$ cat src/design/sincos_pkg.sv
package sincos_pkg;

    // cordic step count and rail run limit
    localparam int CordicSteps = 16;
    localparam int RailHits    = 100;

    // configuration register indexes
    localparam logic [2:0] RegSinLowCap  = 3'd0;
    localparam logic [2:0] RegSinHighCap = 3'd1;
    localparam logic [2:0] RegCosLowCap  = 3'd2;
    localparam logic [2:0] RegCosHighCap = 3'd3;
    localparam logic [2:0] RegSpanNeeded = 3'd4;
    localparam logic [2:0] RegAmpFloor   = 3'd5;
    localparam logic [2:0] RegAmpLowLim  = 3'd6;
    localparam logic [2:0] RegRailMargin = 3'd7;

    // arctangent of 2^-i in 2^-32 turn
    function automatic logic [31:0] atan_turn(input logic [4:0] i);
        case (i)
            5'd0:  atan_turn = 32'h20000000;
            5'd1:  atan_turn = 32'h12E4051E;
            5'd2:  atan_turn = 32'h09FB385B;
            5'd3:  atan_turn = 32'h051111D4;
            5'd4:  atan_turn = 32'h028B0D43;
            5'd5:  atan_turn = 32'h0145D7E1;
            5'd6:  atan_turn = 32'h00A2F61E;
            5'd7:  atan_turn = 32'h00517C55;
            5'd8:  atan_turn = 32'h0028BE53;
            5'd9:  atan_turn = 32'h00145F2F;
            5'd10: atan_turn = 32'h000A2F98;
            5'd11: atan_turn = 32'h000517CC;
            5'd12: atan_turn = 32'h00028BE6;
            5'd13: atan_turn = 32'h000145F3;
            5'd14: atan_turn = 32'h0000A2FA;
            5'd15: atan_turn = 32'h0000517D;
            5'd16: atan_turn = 32'h000028BE;
            5'd17: atan_turn = 32'h0000145F;
            5'd18: atan_turn = 32'h00000A30;
            5'd19: atan_turn = 32'h00000518;
            5'd20: atan_turn = 32'h0000028C;
            5'd21: atan_turn = 32'h00000146;
            5'd22: atan_turn = 32'h000000A3;
            5'd23: atan_turn = 32'h00000051;
            default: atan_turn = 32'h0;
        endcase
    endfunction

endpackage

$ cat src/design/sincos_encoder_angle_tracker.sv
// Sine/cosine encoder angle tracker. Each input word is either a sample pair
// or a bounds-reset command and gives exactly one result word. A pair widens
// the tracked min/max of both channels, turns the centered pair into an angle
// in 1/65536 turn through a shift-add CORDIC, keeps an exponential average of
// the magnitude and counts low-amplitude and at-rail runs into fault pulses.
// A small sequencer reuses one 18x18 multiplier, one CORDIC adder/shifter and
// one square-root step. From acceptance a pair passes through a bounds state,
// the multiplier states (the two CORDIC inputs and the two squares), a
// pre-rotation state, 16 CORDIC steps, a setup state, 26 square-root steps,
// an average state and a run-count state before its result is valid. When
// the quality checks are not active the root and average are skipped. A
// reset command's result is valid the cycle after acceptance. A stalled
// result holds the block. The block takes no new word until the result has
// been handed over. Configuration is written through the cfg port while the
// block is idle.
module sincos_encoder_angle_tracker (
    input  logic        aclk,
    input  logic        aresetn,
    input  logic        cfg_valid,
    output logic        cfg_ready,
    input  logic [2:0]  cfg_index,
    input  logic [15:0] cfg_data,
    input  logic        s_valid,
    output logic        s_ready,
    input  logic        s_command,
    input  logic [15:0] s_sin_sample,
    input  logic [15:0] s_cos_sample,
    output logic        m_valid,
    input  logic        m_ready,
    output logic [15:0] m_angle,
    output logic        m_angle_valid,
    output logic        m_quality_active,
    output logic [24:0] m_magnitude_avg,
    output logic        m_amp_fault,
    output logic        m_rail_fault
);

    typedef enum logic [3:0] {
        ST_IDLE, ST_BOUNDS, ST_MUL, ST_ROT, ST_CORDIC, ST_SQSUM, ST_SQRT,
        ST_AVG, ST_RUNS, ST_OUT
    } state_t;

    state_t state_reg;

    // configuration
    logic [15:0] sin_lo_cap_reg, sin_hi_cap_reg, cos_lo_cap_reg, cos_hi_cap_reg;
    logic [15:0] span_needed_reg, amp_floor_reg, amp_low_limit_reg;
    logic [14:0] rail_margin_reg;

    // tracking state
    logic [15:0] sin_lo_reg, sin_hi_reg, cos_lo_reg, cos_hi_reg;
    logic [24:0] avg_reg;
    logic        started_reg;
    logic [15:0] low_run_reg, rail_run_reg;

    // item working registers
    logic [15:0] rs_reg, rc_reg, cs_reg, cc_reg;
    logic signed [17:0] ds_reg, dc_reg;
    logic [16:0] sspan_reg, cspan_reg;
    logic        valid_reg, active_reg;
    logic signed [37:0] x_reg, y_reg;
    logic [31:0] phase_reg;
    logic [4:0]  step_reg;
    logic [1:0]  mcnt_reg;
    logic [51:0] rem_reg, root_reg;
    logic [35:0] sq_reg;
    logic [24:0] mag_reg;

    // result
    logic [15:0] o_angle_reg;
    logic        o_aval_reg, o_act_reg, o_af_reg, o_rf_reg;

    assign cfg_ready = (state_reg == ST_IDLE);
    assign s_ready   = (state_reg == ST_IDLE);
    assign m_valid   = (state_reg == ST_OUT);
    assign m_angle          = o_angle_reg;
    assign m_angle_valid    = o_aval_reg;
    assign m_quality_active = o_act_reg;
    assign m_magnitude_avg  = avg_reg & {25{o_act_reg | started_reg}};
    assign m_amp_fault      = o_af_reg;
    assign m_rail_fault     = o_rf_reg;

    // clamp of the incoming pair
    logic [15:0] cs_c, cc_c;
    always_comb begin
        cs_c = (s_sin_sample < sin_lo_cap_reg) ? sin_lo_cap_reg : s_sin_sample;
        if (cs_c > sin_hi_cap_reg) cs_c = sin_hi_cap_reg;
        cc_c = (s_cos_sample < cos_lo_cap_reg) ? cos_lo_cap_reg : s_cos_sample;
        if (cc_c > cos_hi_cap_reg) cc_c = cos_hi_cap_reg;
    end

    // cordic step, shifts floor on signed values
    logic signed [37:0] xs_c, ys_c;
    assign xs_c = x_reg >>> step_reg;
    assign ys_c = y_reg >>> step_reg;

    // square-root step: bit = 4^step
    logic [51:0] bit_c, trial_c;
    assign bit_c   = 52'd1 << {step_reg, 1'b0};
    assign trial_c = root_reg + bit_c;

    // centered raw values for the magnitude
    logic signed [17:0] a_c, b_c;
    assign a_c = $signed({1'b0, rs_reg, 1'b0})
               - $signed({1'b0, {1'b0, sin_lo_reg} + {1'b0, sin_hi_reg}});
    assign b_c = $signed({1'b0, rc_reg, 1'b0})
               - $signed({1'b0, {1'b0, cos_lo_reg} + {1'b0, cos_hi_reg}});

    // shared 18x18 signed multiplier, operands chosen by phase
    logic signed [17:0] mul_a, mul_b;
    logic signed [35:0] mul_p;
    always_comb begin
        case (mcnt_reg)
            2'd0: begin mul_a = dc_reg; mul_b = $signed({1'b0, sspan_reg}); end
            2'd1: begin mul_a = ds_reg; mul_b = $signed({1'b0, cspan_reg}); end
            2'd2: begin mul_a = a_c;    mul_b = a_c; end
            default: begin mul_a = b_c; mul_b = b_c; end
        endcase
    end
    assign mul_p = mul_a * mul_b;

    // average update
    logic signed [26:0] delta_c;
    logic signed [43:0] dprod_c;
    logic signed [27:0] dstep_c;
    assign delta_c = $signed({2'b0, mag_reg}) - $signed({2'b0, avg_reg});
    assign dprod_c = delta_c * $signed(17'sd3277) + 44'sd32768;
    assign dstep_c = dprod_c[43:16];

    // rail check on raw samples
    logic at_rail_c;
    always_comb begin
        at_rail_c = ({1'b0, rs_reg} < {1'b0, sin_lo_cap_reg} + {2'b0, rail_margin_reg})
            || ($signed({2'b0, rs_reg}) > $signed({2'b0, sin_hi_cap_reg}) - $signed({3'b0, rail_margin_reg}))
            || ({1'b0, rc_reg} < {1'b0, cos_lo_cap_reg} + {2'b0, rail_margin_reg})
            || ($signed({2'b0, rc_reg}) > $signed({2'b0, cos_hi_cap_reg}) - $signed({3'b0, rail_margin_reg}));
    end

    logic [15:0] low_inc_c, rail_inc_c;
    assign low_inc_c  = low_run_reg + 16'd1;
    assign rail_inc_c = rail_run_reg + 16'd1;

    // sequencer and datapath
    always_ff @(posedge aclk) begin
        if (!aresetn) begin
            state_reg <= ST_IDLE;
            sin_lo_cap_reg <= 16'd0;     sin_hi_cap_reg <= 16'hFFFF;
            cos_lo_cap_reg <= 16'd0;     cos_hi_cap_reg <= 16'hFFFF;
            span_needed_reg <= 16'd1000; amp_floor_reg <= 16'd500;
            amp_low_limit_reg <= 16'd100; rail_margin_reg <= 15'd64;
            sin_lo_reg <= 16'hFFFF; sin_hi_reg <= 16'd0;
            cos_lo_reg <= 16'hFFFF; cos_hi_reg <= 16'd0;
            avg_reg <= '0; started_reg <= 1'b0;
            low_run_reg <= '0; rail_run_reg <= '0;
            o_act_reg <= 1'b0;
        end else begin
            case (state_reg)
                ST_IDLE: begin
                    if (cfg_valid) begin
                        case (cfg_index)
                            sincos_pkg::RegSinLowCap:  sin_lo_cap_reg <= cfg_data;
                            sincos_pkg::RegSinHighCap: sin_hi_cap_reg <= cfg_data;
                            sincos_pkg::RegCosLowCap:  cos_lo_cap_reg <= cfg_data;
                            sincos_pkg::RegCosHighCap: cos_hi_cap_reg <= cfg_data;
                            sincos_pkg::RegSpanNeeded: span_needed_reg <= cfg_data;
                            sincos_pkg::RegAmpFloor:   amp_floor_reg <= cfg_data;
                            sincos_pkg::RegAmpLowLim:  amp_low_limit_reg <= cfg_data;
                            sincos_pkg::RegRailMargin: rail_margin_reg <= cfg_data[14:0];
                            default: ;
                        endcase
                    end
                    if (s_valid) begin
                        if (s_command) begin
                            sin_lo_reg <= sin_hi_cap_reg; sin_hi_reg <= sin_lo_cap_reg;
                            cos_lo_reg <= cos_hi_cap_reg; cos_hi_reg <= cos_lo_cap_reg;
                            avg_reg <= '0; started_reg <= 1'b0;
                            low_run_reg <= '0; rail_run_reg <= '0;
                            o_angle_reg <= '0; o_aval_reg <= 1'b0; o_act_reg <= 1'b0;
                            o_af_reg <= 1'b0; o_rf_reg <= 1'b0;
                            state_reg <= ST_OUT;
                        end else begin
                            rs_reg <= s_sin_sample; rc_reg <= s_cos_sample;
                            cs_reg <= cs_c; cc_reg <= cc_c;
                            if (cs_c < sin_lo_reg) sin_lo_reg <= cs_c;
                            if (cs_c > sin_hi_reg) sin_hi_reg <= cs_c;
                            if (cc_c < cos_lo_reg) cos_lo_reg <= cc_c;
                            if (cc_c > cos_hi_reg) cos_hi_reg <= cc_c;
                            state_reg <= ST_BOUNDS;
                        end
                    end
                end
                ST_BOUNDS: begin
                    // spans and centered clamped values
                    sspan_reg <= (sin_hi_reg > sin_lo_reg) ? {1'b0, sin_hi_reg - sin_lo_reg} : '0;
                    cspan_reg <= (cos_hi_reg > cos_lo_reg) ? {1'b0, cos_hi_reg - cos_lo_reg} : '0;
                    ds_reg <= $signed({1'b0, cs_reg - sin_lo_reg, 1'b0})
                        - $signed({1'b0, (sin_hi_reg > sin_lo_reg) ? sin_hi_reg - sin_lo_reg : 16'd0});
                    dc_reg <= $signed({1'b0, cc_reg - cos_lo_reg, 1'b0})
                        - $signed({1'b0, (cos_hi_reg > cos_lo_reg) ? cos_hi_reg - cos_lo_reg : 16'd0});
                    mcnt_reg <= 2'd0;
                    state_reg <= ST_MUL;
                end
                ST_MUL: begin
                    valid_reg  <= (sspan_reg != 0) && (cspan_reg != 0);
                    active_reg <= (sspan_reg > {1'b0, span_needed_reg})
                               && (cspan_reg > {1'b0, span_needed_reg});
                    case (mcnt_reg)
                        2'd0: x_reg <= 38'(mul_p);
                        2'd1: y_reg <= 38'(mul_p);
                        2'd2: sq_reg <= mul_p[35:0];
                        default: sq_reg <= sq_reg + mul_p[35:0];
                    endcase
                    mcnt_reg <= mcnt_reg + 2'd1;
                    if (mcnt_reg == 2'd3) state_reg <= ST_ROT;
                end
                ST_ROT: begin
                    // half-turn pre-rotation, zero vector marked for a zero angle
                    step_reg <= '0;
                    if (x_reg == 0 && y_reg == 0) begin
                        phase_reg <= 32'hFFFF8000;
                    end else if (x_reg < 0) begin
                        x_reg <= -x_reg; y_reg <= -y_reg; phase_reg <= 32'h80000000;
                    end else begin
                        phase_reg <= '0;
                    end
                    state_reg <= ST_CORDIC;
                end
                ST_CORDIC: begin
                    if (phase_reg != 32'hFFFF8000 || x_reg != 0 || y_reg != 0) begin
                        if (y_reg >= 0) begin
                            x_reg <= x_reg + ys_c; y_reg <= y_reg - xs_c;
                            phase_reg <= phase_reg + sincos_pkg::atan_turn(step_reg);
                        end else begin
                            x_reg <= x_reg - ys_c; y_reg <= y_reg + xs_c;
                            phase_reg <= phase_reg - sincos_pkg::atan_turn(step_reg);
                        end
                    end
                    step_reg <= step_reg + 5'd1;
                    if (step_reg == 5'(sincos_pkg::CordicSteps - 1)) state_reg <= ST_SQSUM;
                end
                ST_SQSUM: begin
                    o_angle_reg <= valid_reg ? 16'(({phase_reg} + 32'h8000) >> 16) : 16'd0;
                    rem_reg  <= {sq_reg, 16'd0} >> 2;
                    root_reg <= '0;
                    step_reg <= 5'd25;
                    state_reg <= active_reg ? ST_SQRT : ST_RUNS;
                end
                ST_SQRT: begin
                    if (rem_reg >= trial_c) begin
                        rem_reg  <= rem_reg - trial_c;
                        root_reg <= (root_reg >> 1) + bit_c;
                    end else begin
                        root_reg <= root_reg >> 1;
                    end
                    step_reg <= step_reg - 5'd1;
                    if (step_reg == 5'd0) state_reg <= ST_AVG;
                end
                ST_AVG: begin
                    if (!started_reg) begin
                        avg_reg <= mag_reg; started_reg <= 1'b1;
                    end else begin
                        avg_reg <= 25'($signed({2'b0, avg_reg}) + dstep_c);
                    end
                    state_reg <= ST_RUNS;
                end
                ST_RUNS: begin
                    o_aval_reg <= valid_reg;
                    o_act_reg  <= active_reg;
                    o_af_reg <= 1'b0; o_rf_reg <= 1'b0;
                    if (active_reg) begin
                        if ({avg_reg} < {1'b0, amp_floor_reg, 8'd0}) begin
                            if (low_inc_c >= amp_low_limit_reg) begin
                                o_af_reg <= 1'b1; low_run_reg <= '0;
                            end else begin
                                low_run_reg <= low_inc_c;
                            end
                        end else begin
                            low_run_reg <= '0;
                        end
                        if (at_rail_c) begin
                            if (rail_inc_c >= 16'(sincos_pkg::RailHits)) begin
                                o_rf_reg <= 1'b1; rail_run_reg <= '0;
                            end else begin
                                rail_run_reg <= rail_inc_c;
                            end
                        end else begin
                            rail_run_reg <= '0;
                        end
                    end
                    state_reg <= ST_OUT;
                end
                ST_OUT: begin
                    if (m_ready) state_reg <= ST_IDLE;
                end
                default: state_reg <= ST_IDLE;
            endcase
        end
    end

    // root capture
    always_ff @(posedge aclk) begin
        if (state_reg == ST_SQRT && step_reg == 5'd0) begin
            mag_reg <= (rem_reg >= trial_c) ? 25'((root_reg >> 1) + bit_c)
                                            : 25'(root_reg >> 1);
        end
    end

endmodule
$ cat config.mk
export PLATFORM = sky130hd
export DESIGN_NAME = sincos_encoder_angle_tracker
export DESIGN_NICKNAME = d
export VERILOG_FILES = /design/src/design/sincos_pkg.sv /design/src/design/sincos_encoder_angle_tracker.sv
export SDC_FILE = /design/constraint.sdc
export NUM_CORES = 2
export LEC_CHECK = 0
export ABC_AREA = 1
export BUFFER_PORTS_ARGS = -buffer_cell sky130_fd_sc_hd__buf_2
export CORE_MARGIN = 2
export CORE_UTILIZATION = 23
export CTS_BUF_LIST = sky130_fd_sc_hd__clkbuf_4 sky130_fd_sc_hd__clkbuf_8
export DETAILED_ROUTE_END_ITERATION = 16
export PLACE_DENSITY = 0.45
export REMOVE_ABC_BUFFERS = 1
export SYNTH_ARGS = -nofsm -noshare
export SYNTH_HDL_FRONTEND = slang
export SYNTH_SLANG_ARGS = --single-unit
$ cat constraint.sdc
create_clock -name aclk -period 11.3 [get_ports aclk]
set_input_delay 0 -clock aclk [delete_from_list [all_inputs] [get_ports aclk]]
set_output_delay 0 -clock aclk [all_outputs]
set_load 0.02 [all_outputs]
=== Word level (Yosys, flattened, before mapping) ===
Memory sizes are Yosys's and may differ from the RTL's. A register that Yosys moved wholly into a read port is not among the register bits.
Cells that the tools add are included.
W data, S select, Z words.

* Input bits: 57
* ROM bits: 1920
* Bits in registers: 689
* Word-level logic and storage cells: 294
* Output and inout bits: 48
* Memories kept: 2

* Bitwise gates (word level): 4
* Eq/ne operators: 34
* Multiplexer cells: 88
* Reductions and logical operators: 61
* $lt $le $gt $ge: 22
* Multipliers: 2
* Shifts and indexed selects: 3
* Add/subtract/negate cells: 35

{| class="wikitable"
|+ Memory list
! memory !! depth !! bits a word !! read ports !! clocked after Yosys merged registers in !! wr ports !! RTL line !! source
|-
| (name not given) || 32 || 30 || 1 || 1 || 0 || sincos_pkg.sv:19 || <nowiki>case (i)</nowiki>
|-
| (name not given) || 32 || 30 || 1 || 1 || 0 || sincos_pkg.sv:19 ||
|}

{| class="wikitable"
|+ Operator list
! operator !! count
|-
| $mux W32 || 12
|-
| $mux W38 || 10
|-
| $mux W16 || 23
|-
| $pmux W38 S3 || 2
|-
| $pmux W52 S2 || 2
|-
| $pmux W18 S3 || 2
|-
| $mux W52 || 2
|-
| $mux W25 || 4
|-
| $gt A16 B16 Y1 || 6
|-
| $pmux W16 S2 || 3
|-
| $add A38 B38 Y38 || 2
|-
| $logic_not A38 Y1 || 2
|-
| $neg A38 Y38 || 2
|-
| $reduce_bool A38 Y1 || 2
|-
| $sshr A38 B5 Y38 || 2
|-
| $sub A38 B38 Y38 || 2
|-
| $pmux W36 S2 || 1
|-
| $lt A16 B16 Y1 || 4
|-
| $pmux W32 S2 || 1
|-
| $sub A16 B16 Y16 || 4
|-
| $add A51 B52 Y52 || 1
|-
| $add A52 B52 Y52 || 1
|-
| $ge A52 B52 Y1 || 1
|-
| $shl A1 B6 Y52 const A || 1
|-
| other kinds (67) || 157
|}

=== Logic depth before layout (Yosys ltp) ===
* Depth in word-level cells: 10
* Mapped depth: 54
* Depth with buffers taken out: 53

=== Least setup slack after synthesis ===
Ideal clock, no wire load.

* Kind: register -> register
* From: reg cos_lo_reg[2]
* To: reg sq_reg[35] (data pin)
* Slack: 2.063 ns
* Library setup time: 0.265 ns
* Arrival: 8.972 ns
* Stages on the path, launching flop included: 50
* Path buffers: 1
* Required time: 11.035 ns
* Period minus slack after synthesis: 9.237 ns
* Path through: dfxtp_1 > inv_1 > fa_1 > ha_1 > a21oi_1 > o21ai_0 > nand2_1 > nand4_1 > a31oi_1 > o21ai_0 > nand2_1 > nand2_1 > nand2_1 > a21oi_1 > o21ai_0 > nand2_1 > buf_2 > nor2_1 > [14 not listed] > nand3_1 > nand3_1 > nand2_1 > nand2_1 > nand2_1 > xor2_1 > ha_1 > nand2_1 > nor2_1 > inv_1 > o221ai_1 > a21oi_1 > nand3_1 > nand3_1 > nand2_1 > a21oi_1 > o21ai_0 > xor2_1

* Longest elaborated chain between the ends: 6
* Elaborated cells on any way between the ends: 7
* Those cells by class: add/sub (3); mul (1); mux (3)

{| class="wikitable"
|+ Ends and longest elaborated chain
! item !! RTL line !! source
|-
| from (decl) || sincos_encoder_angle_tracker.sv:51 || <nowiki>logic [15:0] sin_lo_reg, sin_hi_reg, cos_lo_reg, cos_hi_reg;</nowiki>
|-
| from (signal assigned) || sincos_encoder_angle_tracker.sv:175 || <nowiki>cos_lo_reg <= cos_hi_cap_reg; cos_hi_reg <= cos_lo_cap_reg;</nowiki>
|-
| $add A16 B16 Y17 (*) || sincos_encoder_angle_tracker.sv:107 || <nowiki>- $signed({1'b0, {1'b0, cos_lo_reg} + {1'b0, cos_hi_reg}});</nowiki>
|-
| $sub A17 B17 Y18 (*) || sincos_encoder_angle_tracker.sv:107 ||
|-
| $pmux W18 S3 || sincos_encoder_angle_tracker.sv:113 || <nowiki>case (mcnt_reg)</nowiki>
|-
| $mul A18 B18 Y36 (*) || sincos_encoder_angle_tracker.sv:120 || <nowiki>assign mul_p = mul_a * mul_b;</nowiki>
|-
| $add A36 B36 Y36 || sincos_encoder_angle_tracker.sv:211 || <nowiki>default: sq_reg <= sq_reg + mul_p[35:0];</nowiki>
|-
| $pmux W36 S2 (*) || sincos_encoder_angle_tracker.sv:207 || <nowiki>case (mcnt_reg)</nowiki>
|-
| to (signal assigned) || sincos_encoder_angle_tracker.sv:210 || <nowiki>2'd2: sq_reg <= mul_p[35:0];</nowiki>
|-
| to (signal assigned) || sincos_encoder_angle_tracker.sv:211 ||
|-
| to (decl) || sincos_encoder_angle_tracker.sv:66 || <nowiki>logic [35:0] sq_reg;</nowiki>
|}

Every way passes the cells marked *; elsewhere a longest branch is shown, timed or not.
A chain may end at the register's enable or synchronous reset.

=== Final worst setup path ===
* From: reg rs_reg[9]
* To: reg sq_reg[35] (data pin)

* Longest elaborated chain between the ends: 5
* Elaborated cells on any way between the ends: 6
* Those cells by class: add/sub (2); mul (1); mux (3)

{| class="wikitable"
|+ Ends and longest elaborated chain
! item !! RTL line !! source
|-
| from (decl) || sincos_encoder_angle_tracker.sv:57 || <nowiki>logic [15:0] rs_reg, rc_reg, cs_reg, cc_reg;</nowiki>
|-
| from (signal assigned) || sincos_encoder_angle_tracker.sv:182 || <nowiki>rs_reg <= s_sin_sample; rc_reg <= s_cos_sample;</nowiki>
|-
| $sub A17 B17 Y18 (*) || sincos_encoder_angle_tracker.sv:105 || <nowiki>- $signed({1'b0, {1'b0, sin_lo_reg} + {1'b0, sin_hi_reg}});</nowiki>
|-
| $pmux W18 S3 || sincos_encoder_angle_tracker.sv:113 ||
|-
| $mul A18 B18 Y36 (*) || sincos_encoder_angle_tracker.sv:120 ||
|-
| $add A36 B36 Y36 || sincos_encoder_angle_tracker.sv:211 ||
|-
| $pmux W36 S2 (*) || sincos_encoder_angle_tracker.sv:207 ||
|}

Marked as above.

==> flow_metrics.tcl <==
set metrics [dict create \
    status "finished, final reports clean" \
    grt_pass1_wl_um 517000 \
    cts_buffer_depth 4 \
    drt-wirelength-per-cell_um 19.5 \
    yosys_warnings 0 \
    layout-drive-gt1-share_pct 5.82 \
    synthArstFlopShare_pct 0 \
    drtIter0Drc 6628 \
    synthCells 12400 \
    antenna_found_initial 16 \
    timing_worst_setup_path_type "register to register" \
    crit_family "adder cells" \
    cts-root-buf "clkbuf_8" \
    fin_ws_ns 0.702 \
    wl_um 347000 \
    hold_class "input pin to register" \
    postLayoutCoreUtil_pct 26.1 \
    area_growth_syn_to_layout_pct 13.1 \
    tightest_slew_ns 1.11 \
    grt_pass1_vias 81400 \
    cts_htree_levels 4 \
    core_area_um2 385000 \
    fin_cells 17800 \
    ys_top_cells_by_area "edfxtp_1, ha_1, fa_1" \
    synth_seq_cells 717 \
    fp.dieH_um 625 \
    cts_made_buffers 159 \
    synth_top_area_share_pct 14.6 \
    ys_types 73 \
    path_buf_inv 6 \
    ios 105 \
    drv_cap 0 \
    rows 228 \
    fin_crit_sh_pct 93.8 \
    worstPathRequired_ns 11.95 \
    viasPerCell 4.70 \
    via_count 83600 \
    drc 0 \
    dpl.hpwl_um 284000 \
    drt_pass1_iterations 6 \
    slowest_delay_ns 0.54 \
    avgSynthCellArea_um2 7.18 \
    critPathArrivalTime_ns 11.25 \
    slowest_stage "edfxtp_1" \
    hold-worst-slack_ns 0.142 \
    start_kind "register" \
    max_slew_margin_pct 25.5 \
    fin_crit_ns 10.60 \
    portBuffers 104 \
    final_antenna_net_count 0 \
    dp_worst_setup_slack_ns 0.217 \
    gp_congestion 0.930 \
    r2r_slack_ns 0.70 \
    grt_max_degree 77 \
    cts.sinks 717 \
    cp_max_fo 13 \
    worstSkewPairLatency_ns 1.04 \
    final_nets 14200 \
    grt_use_total_pct 17.3 \
    synthFlopType "edfxtp_1" \
    hold_viol 0 \
    grt-ovfl-total 0 \
    start_util_pct 23.1 \
    final.setup_skew_ns 0.163 \
    path_clk_slew_ns 0.06 \
    yosysSeqAreaShare_pct 21.1 \
    synth_edf_count 433 \
    critPathCaptureType "register" \
    die-area_um2 391000 \
    die_w_um 625 \
    max_freq_mhz 94.4 \
    placed_cells 17400 \
    cts_tree "yes" \
    synth_top_area_cell "edfxtp_1" \
    netlist_area_um2 88800 \
    setup-violations-final 0 \
    drv_slew 0 \
]
## cells by family after synthesis
logic type,Yosys count,synth area share [%]
adder cells (fa/ha/maj),1505,25.3
flip-flops,717,21.1
AND/OR/NAND/NOR,4820,22.7
buffers and inverters,2184,9.48
XOR/XNOR,489,4.82
other,1,0.00422
AO/OA/AOI/OAI,2626,16.5
multiplexers,13,0.148
## layout by cell type, fill, tap and decap left out, drive strengths merged, types with 17 or more instances in the layout
master       instances
nand4              108
nor4                72
o21ai             1004
nor2              1078
or2                 67
o31ai               28
a21boi              23
fa                 489
edfxtp             433
dfxtp              284
xnor2              163
inv               1875
nor3               160
clkinv              45
a211oi              29
o21bai              48
clkbuf             235
buf                248
o211ai              84
o21a                39
xor2               326
o22ai               19
dlygate4sd3        118
nand2             2617
a21o                57
a31oi              121
nand3              679
o221ai              36
a221oi              17
a21oi             1074
ha                1016
## tightest hold or removal path, cell delays in order
cell and delay [ns]:
dlygate4sd3_1 0.56, buf_2 0.13, nor2_1 0.05, inv_1 0.06
nor2_1 0.09, a21oi_1 0.15
## cell usage after synthesis, types with 60 or more instances
cell type	count
nand2_1	2608
inv_1	1858
a21oi_1	1074
nor2_1	1058
ha_1	1016
o21ai_0	902
nand3_1	669
fa_1	489
edfxtp_1	433
xor2_1	326
dfxtp_1	284
clkbuf_1	187
xnor2_1	163
nor3_1	152
a31oi_1	121
nand4_1	107
o211ai_1	81
o21ai_1	76
nor4_1	72
or2_2	60
## cell type report
class | instances | area, um^2
fill | 42600 | 284000
multi-input combinational | 9454 | 61900
sequential | 717 | 18700
inverter | 1890 | 7130
tap | 5060 | 6330
clock buffer | 235 | 2940
timing repair buffer | 366 | 2810
clock inverter | 53 | 576
antenna | 6 | 15.0
## metal layers
metal	vias to the layer above	share of wire, %	GRT usage (%)
met5	-	0.010	0
met4	6	2.7	4.38
met3	386	4.9	1.84
met2	2130	45	28.4
met1	39500	47	24.0
li1	41600	-	-
## metrics by stage
step                setup TNS (ns)  instance area [um^2]
floorplan                        0                 87400
global placement                 0                 95400
detailed placement               0                 95400
CTS                              0                100000
global route              -0.00299                100000
finish                           0                100000
## timing repair
| action | in CTS | in global routing |
|---|---|---|
| gates resized for setup | 0 | 43 |
| setup endpoints to repair | 0 | 18 |
| endpoints found under the hold margin | 302 | 0 |
| hold buffers | 119 | 0 |
| setup buffers | 0 | 12 |
## path summary, 6_finish.rpt
| kind | startpoint | endpoint | cells past startpoint |
|---|---|---|---|
| max reg2reg | rs_reg[9] | sq_reg[35] | 44 |
| max | rs_reg[9] | sq_reg[35] | 44 |
| min | cfg_index[0] | span_needed_reg[2] | 6 |
| min reg2reg | rail_run_reg[11] | rail_run_reg[11] | 2 |
Power is not shown: default switching activity piles up to over one toggle a cycle in this logic, so the estimate is an artifact.
